[src/hdl/pirl_pkg.sv]
// ----------------------------------------------------------------------------
// pirl_pkg: shared types and constants of the positional insert/remove list
// Command and status codes and the fixed widths of the request and response
// fields.
// ----------------------------------------------------------------------------
package pirl_pkg;

	localparam int CMD_W    = 2;
	localparam int POS_W    = 7;
	localparam int VALUE_W  = 32;
	localparam int DATA_W   = 32;
	localparam int STATUS_W = 2;
	localparam int COUNT_W  = 7;

	typedef enum logic [CMD_W-1:0] {
		CMD_INSERT = 2'd0,
		CMD_REMOVE = 2'd1,
		CMD_READ   = 2'd2
	} cmd_t;

	typedef enum logic [STATUS_W-1:0] {
		ST_OK    = 2'd0,
		ST_RANGE = 2'd1,
		ST_FULL  = 2'd2
	} status_t;

endpackage

[src/hdl/pirl_if.sv]
// ----------------------------------------------------------------------------
// pirl_if: request and response channels of the positional insert/remove list
// Valid/ready channels; a transfer happens when valid and ready are both high.
// ----------------------------------------------------------------------------
interface pirl_req_if;
	logic                          valid;
	logic                          ready;
	logic [pirl_pkg::CMD_W-1:0]    cmd;
	logic [pirl_pkg::POS_W-1:0]    position;
	logic [pirl_pkg::VALUE_W-1:0]  value;

	modport source (output valid, output cmd, output position, output value, input ready);
	modport sink   (input valid, input cmd, input position, input value, output ready);
endinterface

interface pirl_rsp_if;
	logic                            valid;
	logic                            ready;
	logic [pirl_pkg::DATA_W-1:0]     data;
	logic [pirl_pkg::STATUS_W-1:0]   status;
	logic [pirl_pkg::COUNT_W-1:0]    count;

	modport source (output valid, output data, output status, output count, input ready);
	modport sink   (input valid, input data, input status, input count, output ready);
endinterface

[src/hdl/positional_insert_remove_list.sv]
// ----------------------------------------------------------------------------
// positional_insert_remove_list: ordered list with insert/remove/read at index
// Entries live in a single-port-write, single-port-read memory; a small
// sequencer moves them one per cycle to open or close a gap.
// ----------------------------------------------------------------------------
// Usage:
//   req carries one command (insert, remove, read) with a position and, for
//   insert, a value. rsp returns one result per request: data, status, count.
//   Per command, with position p:
//     insert : entries at and above p move up one per cycle; p is then written
//     remove : entries above p move down one per cycle
//     read   : the entry at p is read; nothing moves
//     error  : no entry moves (bad position, list full, unused command)
//   The single memory port pair sets the pace: one entry moved per cycle.
//   req.ready is high only when the sequencer is idle and the response
//   register is empty, so the next request is taken the cycle after the
//   response transfer.
//   A stalled receiver holds the response and blocks new requests.
//   Reset empties the list (count zero); the memory itself is not cleared,
//   only entries below the count are ever read.
// ----------------------------------------------------------------------------
module positional_insert_remove_list #(
	parameter int DEPTH      = 64,
	parameter int DATA_WIDTH = 32
) (
	input  logic           clk,
	input  logic           arst_n,
	pirl_req_if.sink       req,
	pirl_rsp_if.source     rsp
);

	localparam int AW  = $clog2(DEPTH);
	localparam int CW  = $clog2(DEPTH + 1);
	localparam int PW  = (CW > pirl_pkg::POS_W) ? CW : pirl_pkg::POS_W;
	localparam int CXW = (CW > pirl_pkg::COUNT_W) ? CW : pirl_pkg::COUNT_W;
	localparam int DXW = (DATA_WIDTH > pirl_pkg::VALUE_W) ? DATA_WIDTH : pirl_pkg::VALUE_W;

	typedef logic [DATA_WIDTH-1:0] word_t;

	typedef enum logic [4:0] {
		S_IDLE = 5'b00001,
		S_UP   = 5'b00010,
		S_PUT  = 5'b00100,
		S_DOWN = 5'b01000,
		S_FIN  = 5'b10000
	} state_t;

	state_t                state_q;
	logic [CW-1:0]         fill_q;
	logic                  pend_q;
	logic                  rvalid_q;

	logic [CW-1:0]         ptr_q;
	logic [CW-1:0]         lim_q;
	logic [AW-1:0]         pos_q;
	logic [AW-1:0]         wr_addr_q;
	logic                  cap_q;
	logic                  rm_q;
	word_t                 val_q;
	word_t                 data_q;
	word_t                 rdata_q;
	logic [pirl_pkg::DATA_W-1:0]   rsp_data_q;
	logic [pirl_pkg::STATUS_W-1:0] rsp_status_q;
	logic [pirl_pkg::COUNT_W-1:0]  rsp_count_q;

	word_t                 mem [DEPTH];

	logic                  accept;
	logic [PW-1:0]         pos_ext;
	logic [PW-1:0]         fill_ext;
	logic [DXW-1:0]        val_ext;
	logic [DXW-1:0]        data_ext;
	logic [CW-1:0]         ptr_dec;
	logic [CW-1:0]         pos_w;
	logic                  up_issue;
	logic                  down_issue;
	logic                  req_ok;
	pirl_pkg::status_t     req_status;
	state_t                req_next;
	logic [CW-1:0]         fill_new;
	logic [CXW-1:0]        fill_new_ext;
	logic [CXW-1:0]        fill_cur_ext;

	logic                  mem_re;
	logic [AW-1:0]         mem_ra;
	logic                  mem_we;
	logic [AW-1:0]         mem_wa;
	word_t                 mem_wd;

	assign req.ready  = (state_q == S_IDLE) && !rvalid_q;
	assign accept     = req.valid && req.ready;
	assign pos_ext    = PW'(req.position);
	assign fill_ext   = PW'(fill_q);
	assign val_ext    = DXW'(req.value);
	assign data_ext   = DXW'(data_q);
	assign ptr_dec    = ptr_q - CW'(1);
	assign pos_w      = CW'(pos_q);
	assign up_issue   = ptr_q > pos_w;
	assign down_issue = ptr_q < lim_q;

	// decode and range check of an incoming request
	always_comb begin
		req_ok     = 1'b0;
		req_status = pirl_pkg::ST_RANGE;
		req_next   = S_IDLE;
		case (req.cmd)
			pirl_pkg::CMD_INSERT: begin
				if (pos_ext > fill_ext) begin
					req_status = pirl_pkg::ST_RANGE;
				end else if (fill_q == CW'(DEPTH)) begin
					req_status = pirl_pkg::ST_FULL;
				end else begin
					req_ok     = 1'b1;
					req_status = pirl_pkg::ST_OK;
					req_next   = S_UP;
				end
			end
			pirl_pkg::CMD_REMOVE, pirl_pkg::CMD_READ: begin
				if (pos_ext < fill_ext) begin
					req_ok     = 1'b1;
					req_status = pirl_pkg::ST_OK;
					req_next   = S_DOWN;
				end
			end
			default: begin
				req_status = pirl_pkg::ST_RANGE;
			end
		endcase
	end

	// memory port control
	always_comb begin
		mem_re = 1'b0;
		mem_ra = ptr_q[AW-1:0];
		mem_we = 1'b0;
		mem_wa = wr_addr_q;
		mem_wd = rdata_q;
		case (state_q)
			S_UP: begin
				mem_re = up_issue;
				mem_ra = ptr_dec[AW-1:0];
				mem_we = pend_q;
			end
			S_DOWN: begin
				mem_re = down_issue;
				mem_we = pend_q && !cap_q;
			end
			S_PUT: begin
				mem_we = 1'b1;
				mem_wa = pos_q;
				mem_wd = val_q;
			end
			default: begin
				mem_re = 1'b0;
			end
		endcase
	end

	always_ff @(posedge clk) begin
		if (mem_we) begin
			mem[mem_wa] <= mem_wd;
		end
		if (mem_re) begin
			rdata_q <= mem[mem_ra];
		end
	end

	assign fill_new     = (state_q == S_PUT) ? (fill_q + CW'(1)) :
	                      (rm_q ? (fill_q - CW'(1)) : fill_q);
	assign fill_new_ext = CXW'(fill_new);
	assign fill_cur_ext = CXW'(fill_q);

	// control state
	always_ff @(posedge clk or negedge arst_n) begin
		if (!arst_n) begin
			state_q  <= S_IDLE;
			fill_q   <= '0;
			pend_q   <= 1'b0;
			rvalid_q <= 1'b0;
		end else begin
			if (rsp.valid && rsp.ready) begin
				rvalid_q <= 1'b0;
			end
			case (state_q)
				S_IDLE: begin
					if (accept) begin
						state_q <= req_next;
						pend_q  <= 1'b0;
						if (!req_ok) begin
							rvalid_q <= 1'b1;
						end
					end
				end
				S_UP: begin
					pend_q <= up_issue;
					if (!up_issue) begin
						state_q <= S_PUT;
					end
				end
				S_DOWN: begin
					pend_q <= down_issue;
					if (!down_issue) begin
						state_q <= S_FIN;
					end
				end
				S_PUT, S_FIN: begin
					fill_q   <= fill_new;
					rvalid_q <= 1'b1;
					state_q  <= S_IDLE;
				end
				default: begin
					state_q <= S_IDLE;
				end
			endcase
		end
	end

	// sequencer datapath and response register
	always_ff @(posedge clk) begin
		case (state_q)
			S_IDLE: begin
				if (accept) begin
					pos_q        <= pos_ext[AW-1:0];
					val_q        <= val_ext[DATA_WIDTH-1:0];
					rm_q         <= (req.cmd == pirl_pkg::CMD_REMOVE);
					cap_q        <= 1'b0;
					if (req.cmd == pirl_pkg::CMD_INSERT) begin
						ptr_q <= fill_q;
					end else begin
						ptr_q <= pos_ext[CW-1:0];
					end
					if (req.cmd == pirl_pkg::CMD_REMOVE) begin
						lim_q <= fill_q;
					end else begin
						lim_q <= pos_ext[CW-1:0] + CW'(1);
					end
					if (!req_ok) begin
						rsp_data_q   <= '0;
						rsp_status_q <= req_status;
						rsp_count_q  <= fill_cur_ext[pirl_pkg::COUNT_W-1:0];
					end
				end
			end
			S_UP: begin
				if (up_issue) begin
					wr_addr_q <= ptr_q[AW-1:0];
					ptr_q     <= ptr_dec;
				end
			end
			S_DOWN: begin
				// first word read is the result, the rest shift down by one
				if (pend_q && cap_q) begin
					data_q <= rdata_q;
				end
				if (down_issue) begin
					cap_q     <= (ptr_q == pos_w);
					wr_addr_q <= ptr_dec[AW-1:0];
					ptr_q     <= ptr_q + CW'(1);
				end
			end
			S_PUT: begin
				rsp_data_q   <= '0;
				rsp_status_q <= pirl_pkg::ST_OK;
				rsp_count_q  <= fill_new_ext[pirl_pkg::COUNT_W-1:0];
			end
			S_FIN: begin
				rsp_data_q   <= data_ext[pirl_pkg::DATA_W-1:0];
				rsp_status_q <= pirl_pkg::ST_OK;
				rsp_count_q  <= fill_new_ext[pirl_pkg::COUNT_W-1:0];
				rm_q         <= 1'b0;
			end
			default: begin
				cap_q <= 1'b0;
			end
		endcase
	end

	assign rsp.valid  = rvalid_q;
	assign rsp.data   = rsp_data_q;
	assign rsp.status = rsp_status_q;
	assign rsp.count  = rsp_count_q;

`ifndef SYNTH
	a_fill_bound: assert property (@(posedge clk) disable iff (!arst_n)
		fill_q <= CW'(DEPTH))
		else $error("fill count above capacity");

	a_fill_step: assert property (@(posedge clk) disable iff (!arst_n)
		(fill_q != $past(fill_q)) |-> ($past(state_q) == S_PUT || $past(state_q) == S_FIN))
		else $error("fill count changed outside the finish step");

	a_rsp_source: assert property (@(posedge clk) disable iff (!arst_n)
		$rose(rvalid_q) |-> ($past(state_q) == S_IDLE || $past(state_q) == S_PUT
			|| $past(state_q) == S_FIN))
		else $error("response raised while entries still moving");

	a_up_order: assert property (@(posedge clk) disable iff (!arst_n)
		(state_q == S_UP && pend_q) |-> (wr_addr_q > pos_q))
		else $error("insert shift writes at or below the insert position");

	a_busy_block: assert property (@(posedge clk) disable iff (!arst_n)
		(state_q != S_IDLE) |-> !req.ready)
		else $error("request taken while the sequencer is busy");
`endif

endmodule
[src/flat_wrapper.sv]
// flat-port wrapper written by rule: the top's interface ports become plain ports
module positional_insert_remove_list_flat 
#(
	parameter int DEPTH      = 64,
	parameter int DATA_WIDTH = 32
)
  (clk, arst_n, req_valid, req_cmd, req_position, req_value, req_ready, rsp_valid, rsp_data, rsp_status, rsp_count, rsp_ready);
  pirl_req_if req_i ();
  pirl_rsp_if rsp_i ();
  input  logic clk;
  input  logic arst_n;
  input wire logic [$bits(req_i.valid)-1:0] req_valid;
  input wire logic [$bits(req_i.cmd)-1:0] req_cmd;
  input wire logic [$bits(req_i.position)-1:0] req_position;
  input wire logic [$bits(req_i.value)-1:0] req_value;
  output wire logic [$bits(req_i.ready)-1:0] req_ready;
  output wire logic [$bits(rsp_i.valid)-1:0] rsp_valid;
  output wire logic [$bits(rsp_i.data)-1:0] rsp_data;
  output wire logic [$bits(rsp_i.status)-1:0] rsp_status;
  output wire logic [$bits(rsp_i.count)-1:0] rsp_count;
  input wire logic [$bits(rsp_i.ready)-1:0] rsp_ready;
  assign req_i.valid = req_valid;
  assign req_i.cmd = req_cmd;
  assign req_i.position = req_position;
  assign req_i.value = req_value;
  assign req_ready = req_i.ready;
  assign rsp_valid = rsp_i.valid;
  assign rsp_data = rsp_i.data;
  assign rsp_status = rsp_i.status;
  assign rsp_count = rsp_i.count;
  assign rsp_i.ready = rsp_ready;
  positional_insert_remove_list #(.DEPTH(DEPTH), .DATA_WIDTH(DATA_WIDTH)) u_core (.clk(clk), .arst_n(arst_n), .req(req_i), .rsp(rsp_i));
endmodule
[config.mk]
export PLATFORM = sky130hd
export DESIGN_NAME = positional_insert_remove_list_flat
export DESIGN_NICKNAME = d
export VERILOG_FILES = /design/src/hdl/pirl_pkg.sv /design/src/hdl/pirl_if.sv /design/src/hdl/positional_insert_remove_list.sv /design/src/flat_wrapper.sv
export SDC_FILE = /design/constraint.sdc
export NUM_CORES = 2
export LEC_CHECK = 0
export ABC_AREA = 1
export ABC_CLOCK_PERIOD_IN_PS = 9870
export BUFFER_PORTS_ARGS = -buffer_cell sky130_fd_sc_hd__buf_2
export CAP_MARGIN = 40
export CORE_MARGIN = 8
export CORE_UTILIZATION = 45
export DETAILED_ROUTE_END_ITERATION = 10
export PLACE_DENSITY = 0.66
export SYNTH_ARGS = -nofsm -noshare
export SYNTH_HDL_FRONTEND = slang
export SYNTH_SLANG_ARGS = --single-unit
[constraint.sdc]
create_clock -name clk -period 9.87 [get_ports clk]
set_clock_uncertainty 0.1 [all_clocks]
set_input_delay 0.4935 -clock clk [delete_from_list [all_inputs] [get_ports clk]]
set_output_delay 0.4935 -clock clk [all_outputs]
set_load 0.05 [all_outputs]
==> flow_summary.yaml <==
run_status:
  status: "complete, no violations"
timing:
  hold_slack_ps: 79.9
  slew_headroom: 0.179
  finalHoldViolations: 0
  finalCritPeriodShare: 0.515
  fin_crit_ps: 5080
  maxClockFrequency_ghz: 0.197
  worstMarginPinSlew_ps: 1230
  drv_slew: 0
  rsz0062_at_grt: "no"
  setup_violations: 0
  final.setup.tns_ps: 0
routing:
  drt_wl_total_um: 259000
  drc: 0
  postRouteAntennaNets: 0
  firstDrtPassIters: 6
  via_per_inst: 5.85
  vias: 55263
  drt_iter0_drc: 6984
  wl_per_cell_um: 27.4
floorplan:
  fp-row-count: 165
  die_h_um: 465
  core_area_um2: 201000
  die_area_um2: 216000
  start_util: 0.451
  die_w_um: 465
  io_pins: 88
layout:
  regArea_um2: 66800
  multi_input_area_um2: 22600
  n_fill_cell: 16484
  most-common-layout-cells: "2,213 x edfxtp_1, 1,331 x nand2_1, 1,086 x nand3_1"
  fin_nets: 6663
  areaGrowthSynthToFinish_pct: 12.9
  final_layout_size_suffix_gt1_frac: 0.105
  final_common_cell: "edfxtp_1"
cts:
  cts_tree: "built"
  clk_latency_ps: 850
  ctsHtreeMaxLevel: 4
  clkTransAtPathRegs_ps: 60
  cts_buffer_depth: 3
  cts.sinks: 2227
  hold_buffers: 42
  cts_made_buffers: 217
  cts_resized: 0
  post_cts_buffers: 0
  cts_root_buffer: "clkbuf_16"
global_routing:
  grt_pass1_wl_um: 372000
  grt_usage: 0.232
  antenna_found_initial: 11
  first_global_vias: 53006
  grt_max_degree: 141
  grt_remaining_overflow: 0
logic_synthesis:
  avgSynthCellArea_um2: 14.1
  synth.net_count: 6529
  synth_top_family_by_area: "simple AND/OR/NAND/NOR gates"
  synth_compound_area_frac: 0.0137
  ys_ff_latch: 2227
  netlist_instances: 6454
  ys.flop_type: "edfxtp_1"
  seq_area_frac_synth: 0.736
  async_flop_share: 0.00629
  synth_edf_count: 2213
  syn_area_um2: 90800
  synth.distinct_cells: 40
  synth.mux.area_fraction: 0.0954
  yosysWarnings: 0
  synth-simple-area-share: 0.127
  synthAdderAreaFrac: 0.00413
  synth_xor_area_frac: 0.00116
flow_run:
  cap_violations: 0
worst_setup_path:
  path_class: "flip-flop to flip-flop"
  critPathMaxStageDelay_ps: 550
  crit_start: "u_core.ptr_q[1]"
  critPathCaptureType: "flip-flop"
  cp_max_fo: 49
  cpMostUsedCell: "nand3_1"
  worst-endpoint-required_ps: 10360
  cp_top_family: "buffers and inverters"
  path_buf_inv: 5
  cp-start-kind: "flip-flop"
  arrival_ps: 5570
  r2r_start: "u_core.ptr_q[1]"
  slowest_stage: "buf_4"
  cp_cell_sequence: "inv_1 > ha_1 > nand4_4 > buf_4 > nand2_4 > buf_16 > buf_4 > buf_4 > nand3_1 > nand3_1 > nand3_1 > nand3_1 > nand2_1 > nand2_1 > nand2_1"
place:
  post-dp-hpwl_um: 134000
  port_buffers: 87
  globalplace.congestion: 0.841
hold_path:
  hold_path_class: "input port to async pin"
pwr:
  total_leakage_power_nw: 37.4
  power.density_nw_per_um2: 227
  peakVddDrop_uv: 191
==> power by group <==
group / switching, W / internal (W)
logic: 0.00320 / 0.00137
clock network: 0.00351 / 0.00463
registers: 0.0000782 / 0.0105
total: 0.00678 / 0.0165
==> cell type report <==
cell class,instances,share of cell area
repair buffers,291,0.0237
clock buffers,272,0.0555
clock inverters,127,0.0122
well taps,2672,0.0326
multi-input cells,3749,0.220
flip-flops and latches,2227,0.652
inverters,102,0.00378
diodes,7,0.000171
==> per-stage QoR <==
step / cell area [um^2] / power (W) / worst slack (ps) / utilization / std cells
after floorplan: 90800 / 0.0137 / 5600 / - / 6454
after global placement: 94900 / 0.0152 / 4650 / 0.471 / 8988
after detailed placement: 95100 / 0.0152 / 4900 / 0.473 / 8999
after CTS: 102000 / 0.0233 / 4860 / 0.509 / 9440
after global routing: 103000 / 0.0240 / 4670 / 0.509 / 9442
final: 103000 / 0.0232 / 4790 / 0.509 / 9447
==> flip-flops by register name, indices dropped and copies added (netlist names) <==
| register | count |
|---|---|
| u_core.cap_q | 1 |
| u_core.data_ext | 32 |
| u_core.fill_cur_ext | 7 |
| u_core.lim_q | 7 |
| u_core.mem | 2048 |
| u_core.pend_q | 1 |
| u_core.pos_q | 6 |
| u_core.ptr_q | 7 |
| u_core.rdata_q | 32 |
| u_core.rm_q | 1 |
| u_core.rsp.count | 7 |
| u_core.rsp.data | 32 |
| u_core.rsp.status | 2 |
| u_core.rsp.valid | 1 |
| u_core.state_q | 5 |
| u_core.val_q | 32 |
| u_core.wr_addr_q | 6 |
==> worst paths after layout <==
path | to | slack (ps) | cells past startpoint
max in group asynchronous | u_core.pend_q | 8500 | 3
min reg2reg | u_core.data_ext[12] | 360 | 0
min | u_core.state_q[0] | 80 | 2
max | u_core.rdata_q[16] | 4790 | 15
max reg2reg | u_core.rdata_q[16] | 4790 | 15
min in group clk | u_core.ptr_q[6] | 150 | 5
==> metal layers <==
metal  vias up  part of all wire  global-route usage
li1      23979                 -                   -
met3       497             0.096              0.0434
met2      2993              0.46               0.368
met4         4             0.041              0.0910
met1     27790              0.40               0.318
met5         -          0.000066                   0
==> cells by family (layout without fill, tap and decap cells) <==
logic type / after synthesis / count (layout)
multiplexers: 865 / 865
AND/OR/NAND/NOR: 2651 / 2651
flip-flops: 2227 / 2227
adder cells (fa/ha/maj): 30 / 30
other: 0 / 7
XOR/XNOR: 12 / 12
buffers and inverters: 478 / 792
AO/OA/AOI/OAI: 191 / 191
==> Yosys cell counts, drive strengths merged, types with 2 or more instances <==
master  number  share of area
o211ai       5        0.00041
nor3         8        0.00044
nor4         2        0.00014
nand2     1368          0.057
nand4       14         0.0012
a21oi       13        0.00072
nor2       133         0.0057
xor2        12         0.0012
nand3     1088          0.060
edfxtp    2213           0.73
nand3b       2        0.00017
buf        246          0.013
ha          30         0.0041
clkbuf     130         0.0054
a21boi      99         0.0082
or2         36         0.0025
o21ai       66         0.0037
inv        101         0.0042
mux2i      865          0.095
o31ai        2        0.00017
dfrtp       13         0.0036
==> worst register-to-register path, cell delays in order (launching register included) <==
cell      delay, ps
edfxtp_1        540
inv_1           150
ha_1            380
nand4_4         130
buf_4           370
nand2_4         420
buf_16          320
buf_4           570
buf_4           560
nand3_1         190
nand3_1         100
nand3_1         120
nand3_1         430
nand2_1         150
nand2_1         220
nand2_1          70
No activity file was read; power rests on OpenSTA's default activity.
